## src/bpc_div.sv

```systemverilog
// pipelined unsigned restoring divider, one quotient bit per stage
module bpc_div #(
  parameter int W      = 32,
  parameter int SIDE_W = 1
) (
  input  logic              clk,
  input  logic              rst,
  input  logic              en,
  input  logic              in_vld,
  input  logic [W-1:0]      dividend,
  input  logic [W-1:0]      divisor,
  input  logic [SIDE_W-1:0] in_side,
  output logic              out_vld,
  output logic [W-1:0]      quotient,
  output logic [SIDE_W-1:0] out_side
);

  logic              vld  [W];
  logic [W-1:0]      rem  [W];
  logic [W-1:0]      quo  [W];
  logic [W-1:0]      dvs  [W];
  logic [SIDE_W-1:0] side [W];

  for (genvar i = 0; i < W; i++) begin : g_stage
    logic              p_vld;
    logic [W-1:0]      p_rem, p_quo, p_dvs;
    logic [SIDE_W-1:0] p_side;
    logic [W:0]        sh, diff;
    logic              ge;

    if (i == 0) begin : g_first
      assign p_vld  = in_vld;
      assign p_rem  = '0;
      assign p_quo  = dividend;
      assign p_dvs  = divisor;
      assign p_side = in_side;
    end else begin : g_next
      assign p_vld  = vld[i-1];
      assign p_rem  = rem[i-1];
      assign p_quo  = quo[i-1];
      assign p_dvs  = dvs[i-1];
      assign p_side = side[i-1];
    end

    // dividend bits leave the top of quo while quotient bits enter at the bottom
    assign sh   = {p_rem, p_quo[W-1]};
    assign diff = sh - {1'b0, p_dvs};
    assign ge   = !diff[W];

    always_ff @(posedge clk) begin
      if (rst) begin
        vld[i] <= 1'b0;
      end else if (en) begin
        vld[i] <= p_vld;
      end
    end

    always_ff @(posedge clk) begin
      if (en) begin
        rem[i]  <= ge ? diff[W-1:0] : sh[W-1:0];
        quo[i]  <= {p_quo[W-2:0], ge};
        dvs[i]  <= p_dvs;
        side[i] <= p_side;
      end
    end
  end

  assign out_vld  = vld[W-1];
  assign quotient = quo[W-1];
  assign out_side = side[W-1];

endmodule

```

## config.mk

```make
export PLATFORM = sky130hd
export DESIGN_NAME = bpc_div
export DESIGN_NICKNAME = d
export VERILOG_FILES = /design/src/bpc_div.sv
export SDC_FILE = /design/constraint.sdc
export NUM_CORES = 2
export LEC_CHECK = 0
export BUFFER_PORTS_ARGS = -buffer_cell sky130_fd_sc_hd__buf_2
export CAP_MARGIN = 30
export CORE_ASPECT_RATIO = 1.4
export CORE_MARGIN = 1
export CORE_UTILIZATION = 55
export CTS_BUF_LIST = sky130_fd_sc_hd__clkbuf_8
export CTS_CLUSTER_SIZE = 28
export DETAILED_ROUTE_END_ITERATION = 8
export PLACE_DENSITY = 0.71
export SLEW_MARGIN = 15
export SYNTH_ARGS = -nofsm -noshare
export SYNTH_HDL_FRONTEND = slang
export SYNTH_SLANG_ARGS = --single-unit
```

## constraint.sdc

```tcl
create_clock -name clk -period 5.6 [get_ports clk]
set_clock_uncertainty 0.05 [all_clocks]
set_input_delay 0.28 -clock clk [delete_from_list [all_inputs] [get_ports clk]]
set_output_delay 0.28 -clock clk [all_outputs]
set_load 0.005 [all_outputs]
```

## Word level (Yosys, flattened, before mapping)

Memories as Yosys holds them, arrays and structs flattened.
Cells that the tools add are included.

- Register bits: 0
- Latch bits: 0
- Bits in writable memories: 3136
- ROM bits: 0
- Logic and storage cells: 171
- Memories: 5

Memory list:

| name | depth | bits a word | read ports | clocked after Yosys merged registers in | write ports | line | source |
|---|---|---|---|---|---|---|---|
| dvs | 32 | 32 | 31 | 0 | 32 | 21 | `logic [W-1:0] dvs [W];` |
| quo | 32 | 32 | 32 | 0 | 32 | 20 | `logic [W-1:0] quo [W];` |
| rem | 32 | 32 | 31 | 0 | 32 | 19 | `logic [W-1:0] rem [W];` |
| side | 32 | 1 | 32 | 0 | 32 | 22 | `logic [SIDE_W-1:0] side [W];` |
| vld | 32 | 1 | 32 | 0 | 32 | 18 | `logic vld [W];` |

- Add/sub/neg operators: 32
- Multiply operators: 0
- Div/mod/pow operators: 0
- Magnitude comparators: 0
- Equal/unequal tests: 0
- Shift-type cells: 0
- Multiplexer cells: 70
- Bitwise logic cells: 32
- Reductions and logical operators: 32

Operator list:

| operator | number |
|---|---|
| two-way mux 32 bit | 32 |
| subtractor 33 x 32 -> 33 bit | 31 |
| two-way mux 1 bit | 38 |
| subtractor 1 x 32 -> 33 bit | 1 |
| zero test 1 bit | 32 |
| OR 1 bit | 32 |

## Logic depth before layout (Yosys ltp)

- Depth in word-level cells: 4
- Depth in mapped cells: 16
- Gate-level depth less buffers: 15

## Least setup slack after synthesis

OpenSTA, ideal clock, no wires.

- Kind: register to register
- From: memory dvs[4][0]
- To: memory rem[5][25] (netlist: rem[0][185]), data pin
- Setup time: 0.260 ns
- Arrival: 3.577 ns
- Setup slack: 1.713 ns
- Stages on the path, launching flop included: 15
- Buffers on the path: 1
- Path through: edfxtp_1 > ha_1 > fa_1 > nor2b_1 > o21ai_0 > a21boi_1 > o311ai_1 > a21boi_1 > a21oi_1 > o41a_1 > o21a_1 > nor3_2 > xor2_1 > buf_2 > mux2_2

RTL lines:

| what | line |
|---|---|
| from (decl) | 21 |
| to (decl) | 19 |

==> results_dict.tcl <==
set metrics [dict create \
    drv_slew 0 \
    yosysMostFrequentCell "edfxtp_1" \
    tns_ps 0 \
    avgRoutedWirePerCell_um 20.9 \
    ir_drop_uv 495 \
    tightest_slew_ps 1170 \
    ys_seq_elements 3072 \
    synth_warnings 0 \
    die_area_um2 283000 \
    postSynthAreaPerCell_um2 13.0 \
    worstSetupEndpointType "flop" \
    cts_sinks 3072 \
    arrival_ps 5850 \
    hold_viol 0 \
    std_cell_rows 229 \
    drtAntennaViolNets 0 \
    dpl_cell_area_um2 161000 \
    path_clk_slew_ps 60 \
    p_leak_nw 69.8 \
    coreArea_um2 279000 \
    syn_to_final_growth_pct 10.7 \
    synth_area_leaders "edfxtp_1 (60%), ha_1 (8.0%), mux2_2 (5.2%), xnor2_1 (3.2%), inv_1 (3.0%)" \
    post-route-min-period_ps 5110 \
    fmax_mhz 196 \
    start_kind "flop" \
    syn_inst 11900 \
    grt_pass1_wl_um 530000 \
    portBuffers 102 \
    drt_iter0_markers 4781 \
    worst-setup-path-type "reg -> reg" \
    synth_top_area_share_pct 59.7 \
    timing.reg2reg.setup_slack_ps 490 \
    numCtsBuffers 475 \
    drc 0 \
    drive_above_1_share_pct 13.1 \
    post_cts_buffers 0 \
    clock_path_buffers 4 \
    vias_per_cell 5.74 \
    gp_congestion 1.01 \
    outcome "complete, no violations" \
    cp_max_fo 25 \
    yosysSeqAreaShare_pct 59.7 \
    hold_path.class "in -> reg" \
    cts_tree "built" \
    cap_violations 0 \
    ys.flop_type "edfxtp_1" \
    ctsHtreeMaxLevel 5 \
    synth_cell_types 94 \
    rsz0062_at_grt "false" \
    synth_edf_count 3072 \
    gr-total-overflow 0 \
    cts-root-buf "clkbuf_8" \
    design_area_um2 171000 \
    grt_pass1_vias 103000 \
    grt_usage_pct 23.9 \
    yosys.area.top_type "edfxtp_1" \
    nNetsFinal 13600 \
    fin_crit_sh_pct 91.2 \
    nFillCells 21300 \
    num_io_pins 103 \
    die_x_um 450 \
    vias 95300 \
    setup_viol 0 \
    syn-cell-area_um2 154000 \
    dpl.hpwl_um 257000 \
    start_util_pct 55.4 \
    wl_um 347000 \
    clk_latency_ps 1120 \
    required_ps 6340 \
    drt_first_pass_iters 6 \
    antenna_found_initial 7 \
    synth_commonest_cells "edfxtp_1 (3072), inv_1 (1229), ha_1 (993), a21oi_1 (809), mux2_2 (717)" \
    fp.dieH_um 629 \
    power_density_nw_per_um2 602 \
    grt_max_degree 165 \
    max-slew-margin-rel_pct 21.9 \
    async_reset_ff_share_pct 0 \
]
-- metal layers --
metal  wire (um)  GRT usage, %  part of all wire, %  vias up
li1            -             -                    -    45300
met1       97300          17.5                   28    46500
met2      210000          51.6                   61     2227
met3       10200          3.08                  2.9     1183
met4       28800          18.8                  8.3        0
met5           0             0                    0        -
-- final timing paths --
| kind | from | end | cells after the start |
|---|---|---|---|
| worst max-delay path | dvs[29][0] | rem[1][450] | 14 |
| worst min-delay path | divisor[30] | rem[0][25] | 4 |
| worst max register to register | dvs[29][0] | rem[1][450] | 14 |
| worst min register to register | quo[4][124] | quo[5][29] | 0 |
-- where the power goes --
| part | leakage (nW) | switching (mW) | internal, mW |
|---|---|---|---|
| Clock | 5.11 | 8.80 | 9.12 |
| Sequential | 30.1 | 2.96 | 33.4 |
| Combinational | 34.6 | 26.4 | 22.4 |
| Total | 69.8 | 38.1 | 64.9 |
-- what timing repair did --
action / 4_1_cts / 5_1_grt
endpoints found under the hold margin: 298 / 0
hold buffers: 134 / 0
resized for setup: 0 / 1
endpoints found under the setup margin: 0 / 12
-- cell usage in the layout, fill, tap and decap left out, drive strengths merged, types with 96 or more instances in the layout --
| cell | netlist | final |
|---|---|---|
| clkinv | 0 | 180 |
| ha | 993 | 993 |
| a21oi | 810 | 810 |
| nand2 | 521 | 521 |
| clkbuf | 171 | 484 |
| buf | 64 | 266 |
| o21a | 177 | 177 |
| nand2b | 126 | 126 |
| xnor2 | 566 | 566 |
| a21o | 538 | 538 |
| nor2 | 432 | 432 |
| edfxtp | 3072 | 3072 |
| mux2 | 744 | 744 |
| nor2b | 145 | 145 |
| o21ai | 574 | 574 |
| nand3 | 178 | 178 |
| a31oi | 96 | 96 |
| dlygate4sd3 | 0 | 134 |
| inv | 1229 | 1390 |
| xor2 | 266 | 266 |
-- stage by stage --
stage	std cells	setup WS, ps	power, mW	util, %	hold WS (ps)
3_3_place_gp	15600	361	83.1	57.7	350
4_1_cts	16600	243	103	61.3	36.2
6_report	16600	494	103	61.4	142
5_1_grt	16600	246	109	61.4	106
2_1_floorplan	11900	1710	71.1	-	329
3_5_place_dp	15600	253	85.1	57.7	355
-- final cells by class --
cell class | instances | area [um2] | share of cell area (%)
tap | 3696 | 4620 | 2.70
clock buffer | 483 | 6650 | 3.89
sequential | 3072 | 92200 | 53.9
antenna | 25 | 62.6 | 0.0366
inverter | 1229 | 4610 | 2.70
multi-input combinational | 7329 | 56900 | 33.3
timing repair buffer | 401 | 3610 | 2.11
clock inverter | 373 | 2240 | 1.31
-- worst max-delay path: stages (launching register included) --
cell and delay, ps:
edfxtp_1 390, ha_1 220, fa_1 420, nor2b_1 140
o21a_1 150, o21ai_0 180, a211o_1 360, a31oi_1 460
a21oi_1 270, o21ai_1 540, a31oi_1 210, a21oi_1 240
xnor2_2 310, buf_4 470, mux2_2 380
-- cell families after synthesis --
kind of cell / after synthesis / synth area share (%)
DFF: 3072 / 59.7
adders and majority gates: 1023 / 8.44
xor gates and xnor gates: 832 / 4.72
muxes: 811 / 5.93
AOI/OAI and AO/OA: 2795 / 11.7
other: 1 / 0.00243
buffers and inverters: 1464 / 3.62
and+or+nand+nor: 1853 / 5.89
-- state kept, by name, summed over array words and instances, names as in the netlist --
register,cells
quo,1024
dvs,992
rem,992
side,32
vld,32
Power figures use the tool's default switching activity.
