==> config.mk <==
export PLATFORM = sky130hd
export DESIGN_NAME = bpc_regs
export DESIGN_NICKNAME = d
export VERILOG_FILES = /design/src/bpc_pkg.sv /design/src/bpc_regs.sv
export SDC_FILE = /design/constraint.sdc
export NUM_CORES = 1
export LEC_CHECK = 0
export BUFFER_PORTS_ARGS = -buffer_cell sky130_fd_sc_hd__buf_2
export CAP_MARGIN = 20
export CELL_PAD_IN_SITES_DETAIL_PLACEMENT = 0
export CELL_PAD_IN_SITES_GLOBAL_PLACEMENT = 2
export CORE_UTILIZATION = 28
export DETAILED_ROUTE_END_ITERATION = 6
export PLACE_DENSITY_LB_ADDON = 0.08
export SLEW_MARGIN = 20
export SYNTH_ARGS = -nofsm -noshare
export SYNTH_HDL_FRONTEND = slang
export SYNTH_SLANG_ARGS = --single-unit
==> constraint.sdc <==
create_clock -name clk -period 6.3 [get_ports clk]
set_clock_uncertainty 0.1 [all_clocks]
set_input_delay 0.63 -clock clk [delete_from_list [all_inputs] [get_ports clk]]
set_output_delay 0.63 -clock clk [all_outputs]
set_load 0.02 [all_outputs]
==> src/bpc_pkg.sv <==
// shared types and constants for the barometric pressure compensation pipeline
package bpc_pkg;

  localparam int DataW   = 32;
  localparam int NumRegs = 5;
  localparam int AddrW   = 5;

  localparam logic [2:0] RegAc1Ac2 = 3'd0;
  localparam logic [2:0] RegAc3Ac4 = 3'd1;
  localparam logic [2:0] RegAc5Ac6 = 3'd2;
  localparam logic [2:0] RegB1B2   = 3'd3;
  localparam logic [2:0] RegMcMd   = 3'd4;

  localparam logic [31:0] TempOffset  = 32'd4000;
  localparam logic [31:0] PressScale  = 32'd50000;
  localparam logic [31:0] B4Bias      = 32'd32768;
  localparam logic [31:0] PolyC1      = 32'd3038;
  localparam logic [31:0] PolyC2      = 32'hFFFF_E343; // -7357
  localparam logic [31:0] PolyC3      = 32'd3791;
  localparam logic [31:0] SignBit     = 32'h8000_0000;
  localparam logic [17:0] PressMax    = 18'h3FFFF;

  // coefficients, already extended to 32 bits
  typedef struct packed {
    logic [31:0] ac1;
    logic [31:0] ac2;
    logic [31:0] ac3;
    logic [31:0] ac4;
    logic [31:0] ac5;
    logic [31:0] ac6;
    logic [31:0] b1;
    logic [31:0] b2;
    logic [31:0] mc;
    logic [31:0] md;
  } coef_t;

  // carried alongside the temperature divide
  typedef struct packed {
    logic [31:0] x1;
    logic        neg;
    logic        err;
    logic [15:0] up;
  } tdiv_side_t;

  // carried alongside the pressure divide
  typedef struct packed {
    logic [15:0] temp;
    logic        err;
    logic        dbl;
  } pdiv_side_t;

  function automatic logic [31:0] sext16(logic [15:0] v);
    sext16 = {{16{v[15]}}, v};
  endfunction

endpackage

==> src/bpc_regs.sv <==
// apb register file holding the packed calibration coefficients
module bpc_regs (
  input  logic                clk,
  input  logic                rst,
  input  logic                psel,
  input  logic                penable,
  input  logic                pwrite,
  input  logic [4:0]          paddr,
  input  logic [31:0]         pwdata,
  output logic [31:0]         prdata,
  output logic                pready,
  output bpc_pkg::coef_t      coef
);
  import bpc_pkg::*;

  logic [31:0] regs [NumRegs];
  logic [2:0]  idx;

  assign idx    = paddr[4:2];
  assign pready = 1'b1;

  always_ff @(posedge clk) begin
    if (rst) begin
      for (int i = 0; i < NumRegs; i++) regs[i] <= '0;
    end else if (psel && penable && pwrite) begin
      case (idx)
        RegAc1Ac2: regs[0] <= pwdata;
        RegAc3Ac4: regs[1] <= pwdata;
        RegAc5Ac6: regs[2] <= pwdata;
        RegB1B2:   regs[3] <= pwdata;
        RegMcMd:   regs[4] <= pwdata;
        default: ;
      endcase
    end
  end

  always_comb begin
    case (idx)
      RegAc1Ac2: prdata = regs[0];
      RegAc3Ac4: prdata = regs[1];
      RegAc5Ac6: prdata = regs[2];
      RegB1B2:   prdata = regs[3];
      RegMcMd:   prdata = regs[4];
      default:   prdata = '0;
    endcase
  end

  assign coef.ac1 = sext16(regs[0][31:16]);
  assign coef.ac2 = sext16(regs[0][15:0]);
  assign coef.ac3 = sext16(regs[1][31:16]);
  assign coef.ac4 = {16'b0, regs[1][15:0]};
  assign coef.ac5 = {16'b0, regs[2][31:16]};
  assign coef.ac6 = {16'b0, regs[2][15:0]};
  assign coef.b1  = sext16(regs[3][31:16]);
  assign coef.b2  = sext16(regs[3][15:0]);
  assign coef.mc  = sext16(regs[4][31:16]);
  assign coef.md  = sext16(regs[4][15:0]);

endmodule

# After elaboration in Yosys (flattened, before gate mapping)
# Memories as Yosys holds them, arrays and structs flattened.
# Index checks and enable logic that the tools add are counted.
dict set report totals {
  ff_bits 0
  mem_bits_rw 160
  inputBits 42
  out_inout_bits 353
  n_memories 1
}
# memory words width read_ports rd_ports_with_merged_regs wr line_no
set memory_table {}
lappend memory_table {regs 5 32 5 0 5 bpc_regs.sv:16} ;# logic [31:0] regs [NumRegs];
dict set report op_classes {
  eq_ne 4
  muxes 28
  bitwise_logic 5
  reduce_logical 3
}
# cell count
set ops {}
lappend ops {{$mux W32} 5}
lappend ops {{$pmux W32 S5} 1}
lappend ops {{$mux W1} 22}
lappend ops {{$eq A3 B2 Y1 const B} 2}
lappend ops {{$or A1 B1 Y1} 5}
lappend ops {{$eq A3 B1 Y1 const B} 1}
lappend ops {{$eq A3 B3 Y1 const B} 1}
lappend ops {{$logic_not A3 Y1} 1}
lappend ops {{$logic_and A1 B1 Y1} 2}

# Depth between registers and ports, before layout
# Gate-level depths: netlist (run 1).
dict set report logic_depth {
  word_depth 6
  mapped_depth 6
  depth_no_buf 3
}

# Worst setup path after synthesis (run 1)
# Ideal clock, no wire load.
dict set report synth_path {
  path_kind {in2reg}
  start {in paddr[2]}
  end {mem regs[1][0] (netlist: regs[0][32]) (enable)}
  setup_ns 0.511
  arrival_time_ns 4.245
  slack_ns 1.445
  stages 3
  path_buffers 1
  path_cell_list {buf_6 -> inv_1 -> o41ai_1}
}
# element line_no
set synth_lines {}
lappend synth_lines {{start: declaration} bpc_regs.sv:8} ;# input logic [4:0] paddr,
lappend synth_lines {{end: declaration} bpc_regs.sv:16}

# Worst setup path in the final report (run 1)
dict set report layout_path {
  start {in paddr[2]}
  end {out prdata[15]}
}
dict set report layout_between {
  elab_chain_len 2
}
# element line_no
set layout_lines {}
lappend layout_lines {{$eq A3 B3 Y1 (tied with other cells)} bpc_regs.sv:38} ;# case (idx)
lappend layout_lines {{$pmux W32 S5 (*)} bpc_regs.sv:38}
lappend layout_lines {{end: declaration} bpc_regs.sv:10} ;# output logic [31:0] prdata,
# Every way passes the cells marked *; elsewhere a longest branch is shown, timed or not.

==> impl_metrics.py, run 1 <==
metrics = {
    "cts": {
        "cts_tree": "built",
        "cts-root-buf": "clkbuf_16",
        "cts.repair_timing.setup_buffer_count": 0,
        "htreeDepth": 4,
        "cts_buffers": 17,
        "cts_buffer_depth": 2,
        "clock-sinks": 160,
        "postCtsHoldBufs": 0,
        "path_clk_slew_ps": 70,
        "post_cts_resized": 0,
    },
    "die": {
        "die_w_um": 166.7,
        "fp.dieH_um": 166.7,
        "core_um2": 26350,
        "die_area_um2": 27790,
        "rows": 59,
        "start_util_pct": 28.82,
        "ios": 395,
    },
    "synth": {
        "yosys_warnings": 0,
        "yosys.cell_count.top_type": "buf_4",
        "synth_cell_types": 27,
        "syn_inst": 529,
        "synth_area_um2": 7595,
        "post-synth-top-area-cell": "edfxtp_1",
        "synth_commonest_cells": "buf_4, edfxtp_1, a22oi_1, and2_1, a32oi_1",
        "seq_area_frac_synth_pct": 63.26,
        "synthTopCellsByArea": "edfxtp_1, buf_4, a32oi_1",
        "ys.flop_type": "edfxtp_1",
        "yosysTopAreaCellShare_pct": 63.26,
        "synth_edf_count": 160,
        "synthArstFlopShare_pct": 0,
        "avgSynthCellArea_um2": 14.36,
        "ys_seq_elements": 160,
    },
    "timing": {
        "fin_ws_ps": 2707,
        "fin_crit_sh_pct": 57.03,
        "fin_crit_ps": 3593,
        "clock.fmax_ghz": 0.2783,
        "setup_viol": 0,
        "worst_pin_slew_ps": 1070,
        "final_hold_viol_count": 0,
        "relSlewSlack_pct": 28.67,
        "maxSlewViolCount": 0,
        "tns_ps": 0,
        "rsz0062_at_grt": "no",
    },
    "finish": {
        "largest_reg_flops": 160,
        "top_register": "regs",
        "nets": 802,
        "area_growth_pct": 22.22,
        "nFillCells": 2600,
        "final_layout_size_suffix_gt1_share_pct": 55.50,
        "reg.largest.list": "regs: 160 flops",
    },
    "place": {
        "dp_worst_setup_slack_ps": 2629,
        "portBuffers": 343,
        "dp_hpwl_um": 15450,
        "routabilityCongestion": 0.7762,
    },
    "grt": {
        "grt.busiest_layer": "met2",
        "grt_max_degree": 39,
        "met3_usage_pct": 7.082,
        "met1_usage_pct": 20.21,
        "grt.overflow.total": 0,
        "grt_pass1_vias": 5022,
        "antenna_found_initial": 3,
        "grt_first_pass_wirelength_um": 34730,
        "grt_usage_pct": 17.48,
        "met2_usage_pct": 29.80,
    },
    "worst_setup_path": {
        "critPathMaxStageDelay_ps": 630,
        "crit_path_end_kind": "output port",
        "start_kind": "primary input",
        "cp_slowest_cell": "buf_2",
        "cpMostUsedCell": "buf_2",
        "crit_type": "primary input to output port",
        "crit_chain": "buf_2 -> buf_4 -> inv_2 -> a32oi_1 -> o21ai_1 -> buf_2",
        "path_buf_inv": 4,
        "crit_family": "buffers and inverters",
        "crit_path_max_fanout": 33,
        "arrival_ps": 2860,
        "worstPathRequired_ps": 5570,
    },
    "power_and_ir_drop": {
        "power_density_nw_per_um2": 303.7,
        "finalPower_uw": 2819,
        "peakVddDrop_mv": 0.1499,
        "p_leak_uw": 0.003902,
    },
    "detailed_routing": {
        "first_iter_violations": 204,
        "post_drt_wl_per_cell_um": 22.02,
        "drt-total-wl_um": 24440,
        "dr.pass1.iters": 4,
        "vias": 5003,
        "route.antenna.remaining_nets": 0,
        "vias_per_cell": 4.507,
        "drc_errors": 0,
    },
    "min_path": {
        "min_from": "pwdata[26]",
        "whs_endpoint": "regs[0][90]",
        "hold_depth": 2,
        "hp-class": "primary input to register",
    },
    "job": {
        "cap_violations": 0,
    },
    "status": {
        "status": "completed",
    },
}
-- layout make-up --
cell class | count | area, um^2 | area share [%]
Antenna cell | 2 | 5.005 | 0.05392
Multi-Input combinational cell | 225 | 1645 | 17.72
Timing Repair Buffer | 354 | 1799 | 19.38
Clock buffer | 18 | 429.2 | 4.623
Sequential cell | 160 | 4805 | 51.76
Clock inverter | 14 | 172.7 | 1.860
Inverter | 2 | 7.507 | 0.08087
Tap cell | 335 | 419.2 | 4.515
-- layout by cell type, fill, tap and decap left out, types with 2 or more instances in the layout --
| cell | n |
|---|---|
| clkbuf_16 | 17 |
| a22oi_1 | 32 |
| nor2_1 | 2 |
| conb_1 | 49 |
| clkinv_4 | 3 |
| mux2_2 | 16 |
| a32oi_1 | 31 |
| inv_8 | 2 |
| o21ai_0 | 14 |
| o21ai_1 | 17 |
| nor2b_4 | 3 |
| bufinv_16 | 2 |
| edfxtp_1 | 160 |
| buf_4 | 11 |
| nand2_1 | 2 |
| diode_2 | 2 |
| buf_2 | 343 |
| and2_1 | 32 |
| nor2_4 | 2 |
| mux2_4 | 17 |
| inv_6 | 4 |
| a31o_2 | 2 |
-- where the power goes --
group / switching, uW / internal, uW
Combinational: 343 / 139
Sequential: 41.0 / 1240
Clock: 460 / 599
Total: 844 / 1970
-- worst max path at each step --
stage,from,end,slack (ps),depth (start not counted)
global route,paddr[2],prdata[25],2590,6
global placement,paddr[2],prdata[5],2650,6
floorplan,paddr[2],regs[0][32],1440,3
detailed placement,paddr[2],regs[0][40],2630,5
finish,paddr[2],prdata[15],2710,6
CTS,paddr[2],prdata[15],2650,6
-- routing by layer --
layer  part of all wire, %  vias to the layer above
li1                      -                     2239
met1                    40                     2488
met2                    50                      257
met3                   9.7                       17
met4                  0.91                        2
met5                 0.037                        -
-- cells by family (layout without fill, tap and decap cells) --
kind of cell,count (synthesis),count (layout),synth area share [%]
DFF,160,160,63.26
buffers and inverters,191,388,18.06
and+or+nand+nor,43,43,3.460
AOI/OAI and AO/OA,100,100,9.391
muxes,33,33,5.733
other,2,51,0.09888
-- stage by stage --
step                      hold WS (ps)  instance area [um^2]  utilization, %  instances
after global placement           899.8                  8676           32.92       1076
after CTS                        450.0                  9278           35.20       1108
after detailed placement         908.7                  8676           32.92       1076
final                            472.8                  9283           35.22       1110
after global routing             475.7                  9278           35.20       1108
after floorplan                  801.0                  7771               -        576
(Power assumes the default switching activity.)
==> inputs of run 2 (changes only) <==
==> constraint.sdc (replaced) <==
create_clock -name clk -period 3.4 [get_ports clk]
set_clock_uncertainty 0.1 [all_clocks]
set_input_delay 0.34 -clock clk [delete_from_list [all_inputs] [get_ports clk]]
set_output_delay 0.34 -clock clk [all_outputs]
set_load 0.02 [all_outputs]
==> impl_metrics.py, run 2 (synthesis gave the netlist of run 1 again) <==
metrics = {
    "die": {
        "start_util_pct": 28.82,
        "ios": 395,
        "core_um2": 26350,
        "fp.dieH_um": 166.7,
        "die_w_um": 166.7,
        "die_area_um2": 27790,
        "rows": 59,
    },
    "place": {
        "portBuffers": 343,
        "placed_area_um2": 8810,
        "dp_hpwl_um": 16390,
        "routabilityCongestion": 0.7448,
    },
    "timing": {
        "fin_hold_ws_ps": 183.2,
        "maxSlewViolCount": 0,
        "fin_crit_sh_pct": 73.60,
        "final_hold_viol_count": 0,
        "worst_pin_slew_ps": 730.3,
        "relSlewSlack_pct": 51.13,
        "tns_ps": 0,
        "fin_crit_ps": 2502,
        "clock.fmax_ghz": 0.3996,
        "rsz0062_at_grt": "no",
        "setup_viol": 0,
    },
    "cts": {
        "post_cts_resized": 0,
        "cts_tree": "built",
        "clock-sinks": 160,
        "path_clk_slew_ps": 70,
        "cts_buffers": 17,
        "htreeDepth": 4,
        "cts.repair_timing.setup_buffer_count": 0,
        "postCtsHoldBufs": 0,
        "cts_buffer_depth": 2,
        "cts-root-buf": "clkbuf_16",
    },
    "grt": {
        "grt_pass1_vias": 4942,
        "grt.overflow.total": 0,
        "grt_usage_pct": 17.25,
        "grt_first_pass_wirelength_um": 34390,
        "antenna_found_initial": 2,
        "grt_max_degree": 33,
    },
    "worst_setup_path": {
        "crit_type": "primary input to output port",
        "worstPathRequired_ps": 2960,
        "crit_path_end_kind": "output port",
        "crit_path_max_fanout": 22,
        "start_kind": "primary input",
        "arrival_ps": 2060,
    },
    "finish": {
        "area_growth_pct": 23.77,
        "largest_reg_flops": 160,
        "nets": 810,
        "final_layout_size_suffix_gt1_share_pct": 55.57,
        "final_cell_mix": "buf_2, edfxtp_1, conb_1",
        "final_area_um2": 9400,
        "final_common_cell": "buf_2",
        "reg.largest.list": "regs: 160 flops",
        "top_register": "regs",
    },
    "power_and_ir_drop": {
        "p_comb_share_pct": 17.5,
        "p_seq_share_pct": 45.6,
        "p_leak_uw": 0.003948,
        "peakVddDrop_mv": 0.2973,
        "clockPowerShare_pct": 36.9,
        "finalPower_uw": 5191,
        "sw_frac_of_total_pct": 29.58,
        "switching_power_uw": 1535,
        "p_int_uw": 3656,
        "power_density_nw_per_um2": 552.2,
    },
    "detailed_routing": {
        "post_drt_wl_per_cell_um": 21.75,
        "drc_errors": 0,
        "met2_length_um": 11660,
        "wl_met3_um": 2191,
        "wl_met1_um": 10200,
        "drt-total-wl_um": 24340,
        "top_layer_used": "met4",
        "vias_per_cell": 4.430,
        "vias": 4957,
        "first_iter_violations": 223,
        "route.antenna.remaining_nets": 0,
        "dr.pass1.iters": 4,
    },
    "job": {
        "cap_violations": 0,
    },
    "min_path": {
        "hp-class": "primary input to register",
    },
    "status": {
        "status": "completed",
    },
}
run 2: cell types whose count changed in the layout (fill, tap and decap cells not counted), moves of 2 or more:
cell,change
clkinvlp_4,+2
clkinv_1,+3
buf_4,+3
buf_12,+5
run 2: path summary, 6_finish.rpt:
check	startpoint	to	cells after the start
max	paddr[3]	prdata[15]	6
min	pwdata[19]	regs[0][51]	2
run 2: metrics by stage:
step,worst slack (ps),std cells,utilization (%)
finish,897.7,1119,35.67
global route,784.0,1117,35.65
CTS,814.6,1116,35.64
detailed placement,836.2,1084,33.43
global placement,844.0,1084,33.43
floorplan,357.0,576,-
run 2: cell type report:
type / count / area (um^2)
fillers: 2609 / 16950
diodes: 3 / 7.507
multi-input cells: 225 / 1657
repair buffers: 362 / 1922
inverters: 2 / 7.507
flip-flops and latches: 160 / 4805
clock inverters: 14 / 153.9
well taps: 335 / 419.2
clock buffers: 18 / 429.2
run 2: power groups by stage:
stage,clock network (uW),logic [uW],registers [uW]
finish,1920,906,2370
global route,2030,959,2390
CTS,1950,920,2370
detailed placement,0,918,2410
global placement,0,930,2400
floorplan,0,542,2560
run 2: critical path, stage by stage:
cell	delay (ps)
buf_2	500
nor2b_4	550
buf_4	280
a32oi_1	70
o21ai_1	120
buf_2	190
run 2: metal layers:
layer / global-route usage, % / up-vias
met4: 4.549 / 0
met5: 0 / -
met2: 28.48 / 260
met1: 20.67 / 2431
met3: 7.129 / 19
li1: - / 2247
